===== config.mk =====
export PLATFORM = sky130hd
export DESIGN_NAME = gyro_rate_bias_integrator
export DESIGN_NICKNAME = d
export VERILOG_FILES = /design/src/design/gri_pkg.sv /design/src/design/gri_mul.sv /design/src/design/gri_div.sv /design/src/design/gyro_rate_bias_integrator.sv
export SDC_FILE = /design/constraint.sdc
export NUM_CORES = 2
export LEC_CHECK = 0
export BUFFER_PORTS_ARGS = -buffer_cell sky130_fd_sc_hd__buf_2
export CORE_MARGIN = 5
export CORE_UTILIZATION = 49
export CTS_CLUSTER_SIZE = 30
export DETAILED_ROUTE_END_ITERATION = 8
export PLACE_DENSITY_LB_ADDON = 0.3
export SYNTH_ARGS = -nofsm -noshare
export SYNTH_HDL_FRONTEND = slang
export SYNTH_SLANG_ARGS = --single-unit

===== constraint.sdc =====
create_clock -name clk -period 28.3 [get_ports clk]
set_input_delay 2.83 -clock clk [delete_from_list [all_inputs] [get_ports clk]]
set_output_delay 2.83 -clock clk [all_outputs]
set_load 0.02 [all_outputs]

===== src/design/gri_pkg.sv =====
// ----------------------------------------------------------------------------
// gri_pkg: shared types and constants for the gyro rate bias integrator
// Field widths, register reset values, command and status codes, and the
// sizes of the bit-serial multiplier and divider.
// ----------------------------------------------------------------------------
package gri_pkg;

  // Width of the calibration sample counter.
  localparam int CNT_W = 24;

  localparam int RAW_W   = 16;
  localparam int BIAS_W  = 24;
  localparam int RATE_W  = 32;
  localparam int ANGLE_W = 48;
  localparam int DB_W    = 31;
  localparam int CFG_W   = 32;

  localparam logic [CFG_W-1:0] RATE_SCALE_RST = 32'd937016;
  localparam logic [DB_W-1:0]  DEAD_BAND_RST  = 31'd0;
  localparam logic [CFG_W-1:0] STEP_TIME_RST  = 32'd8676701;

  localparam logic [1:0] CFG_RATE_SCALE = 2'd0;
  localparam logic [1:0] CFG_DEAD_BAND  = 2'd1;
  localparam logic [1:0] CFG_STEP_TIME  = 2'd2;

  localparam logic [1:0] STATUS_OK     = 2'd0;
  localparam logic [1:0] STATUS_DEVICE = 2'd1;
  localparam logic [1:0] STATUS_LINK   = 2'd2;

  typedef enum logic [2:0] {
    FUNC_SAMPLE    = 3'd0,
    FUNC_CAL_START = 3'd1,
    FUNC_CAL_STOP  = 3'd2,
    FUNC_SET_ANGLE = 3'd3,
    FUNC_SET_BIAS  = 3'd4
  } gri_func_t;

  // Serial multiplier: signed multiplicand times unsigned 32-bit multiplier.
  localparam int MUL_A_W     = 33;
  localparam int MUL_B_W     = 32;
  localparam int MUL_STEPS   = MUL_B_W;
  localparam int MUL_HI_W    = MUL_A_W + 1;
  localparam int MUL_P_W     = MUL_HI_W + MUL_B_W;
  localparam int MUL_CNT_W   = $clog2(MUL_STEPS + 1);

  // Running mean: signed numerator, its magnitude, and the restoring divider.
  localparam int SNUM_W      = CNT_W + BIAS_W + 1;
  localparam int NUM_W       = CNT_W + BIAS_W;
  localparam int DEN_W       = CNT_W + 1;
  localparam int REM_W       = CNT_W + 2;
  localparam int DIV_STEPS   = BIAS_W;
  localparam int DIV_CNT_W   = $clog2(DIV_STEPS + 1);

  typedef enum logic [3:0] {
    ST_IDLE,
    ST_CAL_GO,
    ST_CAL_MUL,
    ST_CAL_SUM,
    ST_DIV_GO,
    ST_DIV_WAIT,
    ST_CAL_BIAS,
    ST_RATE_GO,
    ST_RATE_MUL,
    ST_RATE_SAT,
    ST_DEAD,
    ST_ANG_GO,
    ST_ANG_MUL,
    ST_ANG_ADD,
    ST_PUSH
  } gri_state_t;

endpackage


===== src/design/gri_mul.sv =====
// ----------------------------------------------------------------------------
// gri_mul: bit-serial shift-add multiplier
// Multiplies a signed multiplicand by an unsigned multiplier, one multiplier
// bit per cycle, with the partial product shifted right through a register.
// ----------------------------------------------------------------------------
module gri_mul (
  input  logic                                clk,
  input  logic                                rst_n,
  input  logic                                start,
  input  logic signed [gri_pkg::MUL_A_W-1:0]  a,
  input  logic        [gri_pkg::MUL_B_W-1:0]  b,
  output logic                                busy,
  output logic signed [gri_pkg::MUL_P_W-1:0]  product
);
  import gri_pkg::*;

  logic signed [MUL_A_W-1:0]   a_r;
  logic signed [MUL_HI_W-1:0]  hi_r;
  logic        [MUL_B_W-1:0]   lo_r;
  logic        [MUL_CNT_W-1:0] cnt_r;
  logic signed [MUL_HI_W-1:0]  sum;

  assign sum     = hi_r + (lo_r[0] ? {a_r[MUL_A_W-1], a_r} : '0);
  assign busy    = (cnt_r != '0);
  assign product = {hi_r, lo_r};

  always_ff @(posedge clk) begin
    if (!rst_n) begin
      cnt_r <= '0;
    end else if (start) begin
      cnt_r <= MUL_CNT_W'(MUL_STEPS);
    end else if (busy) begin
      cnt_r <= cnt_r - 1'b1;
    end
  end

  always_ff @(posedge clk) begin
    if (start) begin
      a_r  <= a;
      hi_r <= '0;
      lo_r <= b;
    end else if (busy) begin
      hi_r <= {sum[MUL_HI_W-1], sum[MUL_HI_W-1:1]};
      lo_r <= {sum[0], lo_r[MUL_B_W-1:1]};
    end
  end

endmodule


===== src/design/gri_div.sv =====
// ----------------------------------------------------------------------------
// gri_div: bit-serial restoring divider
// Divides an unsigned numerator by an unsigned divisor, one quotient bit per
// cycle. The quotient is known to fit the bias width.
// ----------------------------------------------------------------------------
module gri_div (
  input  logic                              clk,
  input  logic                              rst_n,
  input  logic                              start,
  input  logic [gri_pkg::NUM_W-1:0]         num,
  input  logic [gri_pkg::DEN_W-1:0]         den,
  output logic                              busy,
  output logic [gri_pkg::BIAS_W-1:0]        quo
);
  import gri_pkg::*;

  logic [REM_W-1:0]     r_r;
  logic [BIAS_W-1:0]    q_r;
  logic [DEN_W-1:0]     den_r;
  logic [DIV_CNT_W-1:0] cnt_r;
  logic [REM_W-1:0]     trial;
  logic                 fits;

  assign trial = {r_r[REM_W-2:0], q_r[BIAS_W-1]};
  assign fits  = (trial >= REM_W'(den_r));
  assign busy  = (cnt_r != '0);
  assign quo   = q_r;

  always_ff @(posedge clk) begin
    if (!rst_n) begin
      cnt_r <= '0;
    end else if (start) begin
      cnt_r <= DIV_CNT_W'(DIV_STEPS);
    end else if (busy) begin
      cnt_r <= cnt_r - 1'b1;
    end
  end

  always_ff @(posedge clk) begin
    if (start) begin
      r_r   <= REM_W'(num[NUM_W-1:BIAS_W]);
      q_r   <= num[BIAS_W-1:0];
      den_r <= den;
    end else if (busy) begin
      r_r <= fits ? (trial - REM_W'(den_r)) : trial;
      q_r <= {q_r[BIAS_W-2:0], fits};
    end
  end

endmodule


===== src/design/gyro_rate_bias_integrator.sv =====
// ----------------------------------------------------------------------------
// gyro_rate_bias_integrator: gyro bias calibration and rate integration
// Takes sensor samples and commands, keeps the bias estimate, the scaled
// rate and the integrated angle, and reports the state after every request.
//
// Input requests carry a function code with a sensor word, a link error flag,
// an angle and a bias value. Each request yields exactly one result request
// on the output channel. Configuration registers are written over the cfg_
// port, which is always ready. The user must write them only while the block
// is idle; the block itself does not enforce this.
// A command or a rejected calibration sample goes straight to the output
// stage. A sample out of calibration takes two passes of the 32-step serial
// multiplier; a good calibration sample takes a 32-step multiply, the 24-step
// serial divider and the 32-step scaling multiply.
// One request is processed at a time; the next one is taken in the cycle after
// the result has moved into the output register, even if it waits there.
// A stalled output holds its result; a further finished result then waits
// and the input stalls. Reset enters calibration mode with the sample, bias,
// count, rates and angle zero and the configuration at its reset values.
// ----------------------------------------------------------------------------
module gyro_rate_bias_integrator (
  input  logic                                 clk,
  input  logic                                 rst_n,
  input  logic                                 in_valid,
  output logic                                 in_stall,
  input  logic [2:0]                           in_func,
  input  logic [31:0]                          in_response_word,
  input  logic                                 in_link_error,
  input  logic signed [gri_pkg::ANGLE_W-1:0]   in_angle_value,
  input  logic signed [gri_pkg::BIAS_W-1:0]    in_bias_value,
  output logic                                 out_valid,
  input  logic                                 out_stall,
  output logic signed [gri_pkg::RAW_W-1:0]     out_raw_rate,
  output logic signed [gri_pkg::RATE_W-1:0]    out_rate,
  output logic signed [gri_pkg::RATE_W-1:0]    out_clean_rate,
  output logic signed [gri_pkg::ANGLE_W-1:0]   out_angle,
  output logic signed [gri_pkg::BIAS_W-1:0]    out_bias,
  output logic [1:0]                           out_status,
  output logic                                 out_calibrating,
  input  logic                                 cfg_valid,
  output logic                                 cfg_ready,
  input  logic [1:0]                           cfg_index,
  input  logic [gri_pkg::CFG_W-1:0]            cfg_data
);
  import gri_pkg::*;

  gri_state_t state_r, state_nxt;

  logic [CFG_W-1:0] rate_scale_r;
  logic [DB_W-1:0]  dead_band_r;
  logic [CFG_W-1:0] step_time_r;

  logic signed [RAW_W-1:0]   raw_hold_r, raw_hold_nxt;
  logic signed [BIAS_W-1:0]  bias_hold_r, bias_hold_nxt;
  logic [CNT_W-1:0]          calib_count_r, calib_count_nxt;
  logic                      calib_mode_r, calib_mode_nxt;
  logic [ANGLE_W-1:0]        angle_accum_r, angle_accum_nxt;
  logic signed [RATE_W-1:0]  rate_hold_r, rate_hold_nxt;
  logic signed [RATE_W-1:0]  clean_hold_r, clean_hold_nxt;
  logic [1:0]                status_r, status_nxt;
  logic signed [SNUM_W-1:0]  num_r, num_nxt;
  logic                      out_valid_r, out_valid_nxt;
  logic                      out_load;

  logic signed [RAW_W-1:0]   out_raw_rate_r;
  logic signed [RATE_W-1:0]  out_rate_r;
  logic signed [RATE_W-1:0]  out_clean_rate_r;
  logic signed [ANGLE_W-1:0] out_angle_r;
  logic signed [BIAS_W-1:0]  out_bias_r;
  logic [1:0]                out_status_r;
  logic                      out_calibrating_r;

  logic                      mul_start;
  logic signed [MUL_A_W-1:0] mul_a;
  logic [MUL_B_W-1:0]        mul_b;
  logic                      mul_busy;
  logic signed [MUL_P_W-1:0] mul_prod;

  logic                      div_start;
  logic [NUM_W-1:0]          div_num;
  logic [DEN_W-1:0]          div_den;
  logic                      div_busy;
  logic [BIAS_W-1:0]         div_quo;

  logic                      in_accept;
  logic [1:0]                sample_status;
  logic signed [BIAS_W:0]    diff;
  logic signed [SNUM_W-1:0]  num_mag;
  logic [RATE_W-1:0]         rate_abs;
  logic                      sat_over;

  gri_mul u_mul (
    .clk     (clk),
    .rst_n   (rst_n),
    .start   (mul_start),
    .a       (mul_a),
    .b       (mul_b),
    .busy    (mul_busy),
    .product (mul_prod)
  );

  gri_div u_div (
    .clk   (clk),
    .rst_n (rst_n),
    .start (div_start),
    .num   (div_num),
    .den   (div_den),
    .busy  (div_busy),
    .quo   (div_quo)
  );

  assign in_stall  = (state_r != ST_IDLE);
  assign in_accept = in_valid && !in_stall;
  assign cfg_ready = 1'b1;

  always_comb begin
    if (in_link_error || (in_response_word[31:29] != 3'b000)) begin
      sample_status = STATUS_LINK;
    end else if ((in_response_word[27:26] == 2'b01) && !in_response_word[2]) begin
      sample_status = STATUS_OK;
    end else begin
      sample_status = STATUS_DEVICE;
    end
  end

  assign diff     = {raw_hold_r[RAW_W-1], raw_hold_r, 8'h00}
                  - {bias_hold_r[BIAS_W-1], bias_hold_r};
  assign num_mag  = num_r[SNUM_W-1] ? -num_r : num_r;
  assign rate_abs = rate_hold_r[RATE_W-1] ? (RATE_W'(0) - rate_hold_r) : rate_hold_r;
  assign sat_over = (mul_prod[MUL_P_W-1:55] != '0) && (mul_prod[MUL_P_W-1:55] != '1);

  always_ff @(posedge clk) begin
    if (!rst_n) begin
      state_r <= ST_IDLE;
    end else begin
      state_r <= state_nxt;
    end
  end

  always_comb begin
    state_nxt       = state_r;
    raw_hold_nxt    = raw_hold_r;
    bias_hold_nxt   = bias_hold_r;
    calib_count_nxt = calib_count_r;
    calib_mode_nxt  = calib_mode_r;
    angle_accum_nxt = angle_accum_r;
    rate_hold_nxt   = rate_hold_r;
    clean_hold_nxt  = clean_hold_r;
    status_nxt      = status_r;
    num_nxt         = num_r;
    out_valid_nxt   = out_valid_r && out_stall;
    out_load        = 1'b0;
    mul_start       = 1'b0;
    mul_a           = '0;
    mul_b           = '0;
    div_start       = 1'b0;
    div_num         = num_mag[NUM_W-1:0];
    div_den         = {1'b0, calib_count_r} + 1'b1;

    case (state_r)
      ST_IDLE: begin
        if (in_accept) begin
          status_nxt = STATUS_OK;
          state_nxt  = ST_PUSH;
          case (in_func)
            FUNC_SAMPLE: begin
              status_nxt = sample_status;
              if (sample_status == STATUS_OK) begin
                raw_hold_nxt = in_response_word[25:10];
              end
              if (!calib_mode_r) begin
                state_nxt = ST_RATE_GO;
              end else if (sample_status == STATUS_OK) begin
                state_nxt = ST_CAL_GO;
              end
            end
            FUNC_CAL_START: begin
              calib_mode_nxt  = 1'b1;
              calib_count_nxt = '0;
              bias_hold_nxt   = '0;
            end
            FUNC_CAL_STOP: begin
              calib_mode_nxt = 1'b0;
            end
            FUNC_SET_ANGLE: begin
              angle_accum_nxt = in_angle_value;
            end
            FUNC_SET_BIAS: begin
              bias_hold_nxt = in_bias_value;
            end
            default: begin
              state_nxt = ST_PUSH;
            end
          endcase
        end
      end
      ST_CAL_GO: begin
        mul_start = 1'b1;
        mul_a     = {{(MUL_A_W-BIAS_W){bias_hold_r[BIAS_W-1]}}, bias_hold_r};
        mul_b     = MUL_B_W'(calib_count_r);
        state_nxt = ST_CAL_MUL;
      end
      ST_CAL_MUL: begin
        if (!mul_busy) begin
          state_nxt = ST_CAL_SUM;
        end
      end
      ST_CAL_SUM: begin
        num_nxt   = mul_prod[SNUM_W-1:0]
                  + {{(SNUM_W-RAW_W-8){raw_hold_r[RAW_W-1]}}, raw_hold_r, 8'h00};
        state_nxt = ST_DIV_GO;
      end
      ST_DIV_GO: begin
        div_start = 1'b1;
        state_nxt = ST_DIV_WAIT;
      end
      ST_DIV_WAIT: begin
        if (!div_busy) begin
          state_nxt = ST_CAL_BIAS;
        end
      end
      ST_CAL_BIAS: begin
        bias_hold_nxt = num_r[SNUM_W-1] ? -div_quo : div_quo;
        state_nxt     = ST_RATE_GO;
      end
      ST_RATE_GO: begin
        mul_start = 1'b1;
        mul_a     = {{(MUL_A_W-BIAS_W-1){diff[BIAS_W]}}, diff};
        mul_b     = rate_scale_r;
        state_nxt = ST_RATE_MUL;
      end
      ST_RATE_MUL: begin
        if (!mul_busy) begin
          state_nxt = ST_RATE_SAT;
        end
      end
      ST_RATE_SAT: begin
        if (sat_over) begin
          rate_hold_nxt = mul_prod[MUL_P_W-1] ? {1'b1, {(RATE_W-1){1'b0}}}
                                              : {1'b0, {(RATE_W-1){1'b1}}};
        end else begin
          rate_hold_nxt = mul_prod[55:24];
        end
        if (calib_mode_r) begin
          clean_hold_nxt  = rate_hold_nxt;
          angle_accum_nxt = '0;
          if (calib_count_r != '1) begin
            calib_count_nxt = calib_count_r + 1'b1;
          end
          state_nxt = ST_PUSH;
        end else begin
          state_nxt = ST_DEAD;
        end
      end
      ST_DEAD: begin
        clean_hold_nxt = (rate_abs < {1'b0, dead_band_r}) ? '0 : rate_hold_r;
        state_nxt      = ST_ANG_GO;
      end
      ST_ANG_GO: begin
        mul_start = 1'b1;
        mul_a     = {{(MUL_A_W-RATE_W){clean_hold_r[RATE_W-1]}}, clean_hold_r};
        mul_b     = step_time_r;
        state_nxt = ST_ANG_MUL;
      end
      ST_ANG_MUL: begin
        if (!mul_busy) begin
          state_nxt = ST_ANG_ADD;
        end
      end
      ST_ANG_ADD: begin
        angle_accum_nxt = angle_accum_r + mul_prod[63:16];
        state_nxt       = ST_PUSH;
      end
      ST_PUSH: begin
        if (!out_valid_r || !out_stall) begin
          out_load      = 1'b1;
          out_valid_nxt = 1'b1;
          state_nxt     = ST_IDLE;
        end
      end
      default: begin
        state_nxt = ST_IDLE;
      end
    endcase
  end

  always_ff @(posedge clk) begin
    if (!rst_n) begin
      raw_hold_r    <= '0;
      bias_hold_r   <= '0;
      calib_count_r <= '0;
      calib_mode_r  <= 1'b1;
      angle_accum_r <= '0;
      rate_hold_r   <= '0;
      clean_hold_r  <= '0;
      status_r      <= STATUS_OK;
      out_valid_r   <= 1'b0;
    end else begin
      raw_hold_r    <= raw_hold_nxt;
      bias_hold_r   <= bias_hold_nxt;
      calib_count_r <= calib_count_nxt;
      calib_mode_r  <= calib_mode_nxt;
      angle_accum_r <= angle_accum_nxt;
      rate_hold_r   <= rate_hold_nxt;
      clean_hold_r  <= clean_hold_nxt;
      status_r      <= status_nxt;
      out_valid_r   <= out_valid_nxt;
    end
  end

  always_ff @(posedge clk) begin
    num_r <= num_nxt;
  end

  always_ff @(posedge clk) begin
    if (!rst_n) begin
      rate_scale_r <= RATE_SCALE_RST;
      dead_band_r  <= DEAD_BAND_RST;
      step_time_r  <= STEP_TIME_RST;
    end else if (cfg_valid && cfg_ready) begin
      case (cfg_index)
        CFG_RATE_SCALE: rate_scale_r <= cfg_data;
        CFG_DEAD_BAND:  dead_band_r  <= cfg_data[DB_W-1:0];
        CFG_STEP_TIME:  step_time_r  <= cfg_data;
        default: begin
        end
      endcase
    end
  end

  always_ff @(posedge clk) begin
    if (out_load) begin
      out_raw_rate_r    <= raw_hold_r;
      out_rate_r        <= rate_hold_r;
      out_clean_rate_r  <= clean_hold_r;
      out_angle_r       <= angle_accum_r;
      out_bias_r        <= bias_hold_r;
      out_status_r      <= status_r;
      out_calibrating_r <= calib_mode_r;
    end
  end

  assign out_valid       = out_valid_r;
  assign out_raw_rate    = out_raw_rate_r;
  assign out_rate        = out_rate_r;
  assign out_clean_rate  = out_clean_rate_r;
  assign out_angle       = out_angle_r;
  assign out_bias        = out_bias_r;
  assign out_status      = out_status_r;
  assign out_calibrating = out_calibrating_r;

  // The shared multiplier must be free whenever a new product is started.
  a_mul_free: assert property (@(posedge clk) disable iff (!rst_n)
    (state_r == ST_CAL_GO || state_r == ST_RATE_GO || state_r == ST_ANG_GO) |-> !mul_busy)
    else $error("multiplier started while busy");

  // A command finishes without touching the arithmetic units.
  a_cmd_fast: assert property (@(posedge clk) disable iff (!rst_n)
    (in_accept && in_func != FUNC_SAMPLE) |=> state_r == ST_PUSH)
    else $error("command did not go straight to the output stage");

  // The sample count only moves while calibration mode is active.
  a_count_mode: assert property (@(posedge clk) disable iff (!rst_n)
    !$stable(calib_count_r) |-> calib_mode_r)
    else $error("calibration count changed outside calibration");

  // A calibration sample leaves the angle at zero.
  a_cal_angle: assert property (@(posedge clk) disable iff (!rst_n)
    (state_r == ST_RATE_SAT && calib_mode_r) |=> angle_accum_r == '0)
    else $error("angle not cleared by calibration sample");

  // A free output register always takes the finished result.
  a_push_load: assert property (@(posedge clk) disable iff (!rst_n)
    (state_r == ST_PUSH && !out_valid_r) |=> (out_valid_r && state_r == ST_IDLE))
    else $error("finished result not moved to the output register");

endmodule


==> flow_summary.toml <==
[run_status]
outcome = "complete, no violations"

[sta]
rsz0062_at_grt = "no"
setup_tns_final_ns = 0
timing_max_transition_violations_final = 0
maxSlewHeadroom = 0.201
timing.fmax_mhz = 175
tightestPinTransition_ns = 1.20
min_period_over_period = 0.202
finalSetupViolations = 0
period_minus_slack_ns = 5.71
clock_skew_ns = 0.0258
timing.final.hold_violations = 0

[cts]
cts_tree = "built"
postCtsResizedCells = 0
post_cts.repair.setup_buffers = 0
clkLatencyLatePin_ns = 0.64
path_clk_slew_ns = 0.06
postCtsHoldBufs = 0
numCtsBuffers = 74
clock_tree.root_cell = "clkbuf_16"
clock_sink_count = 665
htreeDepth = 3
clk_path_buf_depth = 3

[synth]
synth_top_cell_area_share = 0.280
yosysWarnings = 0
postSynthNetCount = 4319
synth_seq_cells = 665
synth-compound-area-share = 0.216
yosys.area_share.xor_xnor = 0.0598
synth_simple_gate_area_frac = 0.155
synthesized_area_mm2 = 0.0366
synth.yosys.seq_area_share = 0.457
cell_taking_the_most_area_after_synthesis = "edfxtp_1"
yosysMostFrequentCell = "nand2_1"
synth_enable_flop_cells = 341
ys_async_sr_fraction = 0
synth.top_cells.by_count = "496 x nand2_1, 368 x a21oi_1, 341 x edfxtp_1"
synth-adder-area-share = 0.0706
combinational_family_with_the_most_area_after_synthesis = "compound AO/OA/AOI/OAI gates"
post_synth_inst_count = 3968
synth-main-ff-cell = "edfxtp_1"
post_synth_mux_area_share = 0.00362
synth_area_per_cell_um2 = 9.22
synthDistinctLibCells = 81
synth.top_cells.by_area = "edfxtp_1 28%, dfxtp_1 18%, ha_1 6.8%, nand2_1 5.1%, a21oi_1 5.0%"

[cells_and_area]
seqCellArea_mm2 = 0.0167
area_of_all_placed_cells_without_fillers_mm2 = 0.0414
share_of_layout_cells_above_drive_strength_1 = 0.119
layout.filler_cells = 6725
area.growth.synth_to_final_pct = 13.1
finalNetCount = 4524
final_core_util = 0.557
multiInputGateArea_mm2 = 0.0186

[drt]
route.vias.total = 31500
avgViaCountPerCell = 6.04
first_iter_violations = 3365
routedWlPerCell_um = 22.3
drt-total-wl_um = 116000
drt_pre_antenna_iters = 7
detail-route-antenna-nets = 0
remaining_drc_errors = 0

[global_route]
first_global_vias = 28800
grt_util_all_layers = 0.275
maximum_number_of_pins_on_one_net_before_global_route_repair = 80
antenna_violations_before_repair = 20
grt_first_pass_wirelength_um = 174000
gr-total-overflow = 0

[critical_path]
worstPathRequired_ns = 28.82
start_kind = "flip-flop"
critical_path.endpoint_type = "flip-flop"
r2r.worst_path.cells = 16
cp_data_arrival_time_ns = 6.23
critPathMaxFanout = 32
worstSetupPathType = "flip-flop to flip-flop"

[power_and_ir_drop]
power.share.switching = 0.408
pwr-share-comb = 0.413
total_power_mw = 4.25
power.switching_mw = 1.73
intPower_mw = 2.51
cellPowerDensity_mw_per_mm2 = 103
vdd.ir_drop.worst_mv = 0.0549
clock_power_share = 0.227
power.share.sequential = 0.361
power_leakage_nw = 16.3

[floorplanning]
row_cnt = 100
design.die.area_mm2 = 0.0803
die_height_um = 283
top_level_pins = 305
design.core.area_mm2 = 0.0743
floorplan.initialDensity = 0.493
die_width_um = 283

[hold_path]
holdPathStages = 0
min_path_type = "flip-flop to flip-flop"

[placed_design]
numPortBuffers = 293
dp.final_hpwl_um = 85500
place.gp.congestion = 0.962
detailed_place.area_mm2 = 0.0390

[flow_run]
max-cap-violations = 0
-- sequential cells by signal, indices dropped and copies added, names as in the netlist, 5 cells and up --
name	cells
calib_count_r	24
out_clean_rate	32
clean_hold_r	32
bias_hold_r	24
u_div.quo	24
u_mul.cnt_r	6
u_div.den_r	25
rate_scale_r	32
u_mul.a_r	32
step_time_r	32
out_raw_rate	16
raw_hold_r	16
dead_band_r	31
u_mul.hi_r	33
out_rate	32
out_angle	48
u_div.cnt_r	5
out_bias	24
rate_hold_r	32
u_mul.lo_r	32
num_r	49
angle_accum_r	48
u_div.r_r	25
-- power groups by stage --
stage	logic [mW]	registers, mW	clock network (mW)
floorplan	1.32	1.42	0
global placement	1.70	1.54	0
detailed placement	1.72	1.54	0
CTS	1.73	1.53	0.974
global route	1.95	1.54	1.02
finish	1.75	1.53	0.963
-- area by class of cell --
cell class                 instances  share of cell area
antenna                           14            0.000846
clock inverter                    28             0.00749
timing repair buffer             339              0.0438
sequential                       665               0.404
multi-input combinational       2935               0.449
tap                              969              0.0293
clock buffer                     110              0.0508
inverter                         158              0.0144
-- worst paths after layout --
path                                startpoint              end  slack [ns]
worst max register to register  rate_hold_r[6]  clean_hold_r[7]       22.59
worst min-delay path               status_r[1]    out_status[1]        0.44
worst max-delay path            rate_hold_r[6]  clean_hold_r[7]       22.59
worst min register to register     status_r[1]    out_status[1]        0.44
-- critical path, cell delays in order (launching register included) --
cell and delay [ns]:
dfxtp_1 0.40, or4_1 0.64, or4_1 0.47, or4_1 0.51, or3_1 0.46, o31ai_1 0.31
xnor2_1 0.18, ha_1 0.27, a21oi_1 0.13, nor2b_1 0.06, o21ai_0 0.14, nand2b_1 0.07
a21oi_1 0.17, nor2_1 0.08, o311ai_1 0.49, nand3_2 0.73, a22o_1 0.48
-- cells by family (layout without fill, tap and decap cells) --
group | after synthesis | after routing
XOR/XNOR | 250 | 250
AND/OR/NAND/NOR | 1231 | 1231
flip-flops | 665 | 665
other | 1 | 15
multiplexers | 13 | 13
buffers and inverters | 368 | 635
AO/OA/AOI/OAI | 1236 | 1236
adder cells (fa/ha/maj) | 204 | 204
-- per-stage QoR --
| stage | hold WS (ns) | worst slack (ns) | cells |
|---|---|---|---|
| after floorplan | 0.406 | 17.28 | 3968 |
| after global placement | 0.423 | 22.73 | 5066 |
| after detailed placement | 0.430 | 22.76 | 5066 |
| after CTS | 0.439 | 22.68 | 5204 |
| after global routing | 0.448 | 22.34 | 5207 |
| final | 0.442 | 22.59 | 5218 |
-- per-layer routing --
metal | part of all wire | wire length, um | GRT usage
met5 | 0.00058 | 68 | 0
met4 | 0.043 | 5000 | 0.107
met3 | 0.091 | 10600 | 0.0626
met2 | 0.46 | 53100 | 0.441
met1 | 0.41 | 47500 | 0.363
-- cell usage in the layout (no fill, tap or decap), types with 26 or more instances in the layout --
| cell | instances |
|---|---|
| o21bai_1 | 26 |
| xor2_1 | 98 |
| nand2_1 | 493 |
| buf_4 | 47 |
| nand4_1 | 30 |
| a31oi_1 | 42 |
| a22o_1 | 33 |
| a22oi_1 | 69 |
| o21ai_0 | 270 |
| nand2b_1 | 30 |
| a211oi_1 | 99 |
| clkbuf_16 | 76 |
| a21o_1 | 83 |
| a21oi_1 | 365 |
| edfxtp_1 | 341 |
| o31ai_1 | 42 |
| dfxtp_1 | 324 |
| xnor2_1 | 152 |
| or3_1 | 37 |
| buf_2 | 292 |
| a221oi_1 | 32 |
| clkbuf_1 | 26 |
| nor2_1 | 259 |
| nor3_1 | 74 |
| and2_1 | 45 |
| inv_1 | 155 |
| nand3_1 | 114 |
| o21a_1 | 27 |
| ha_1 | 200 |
Note: power is estimated with default switching activity, not from simulation.
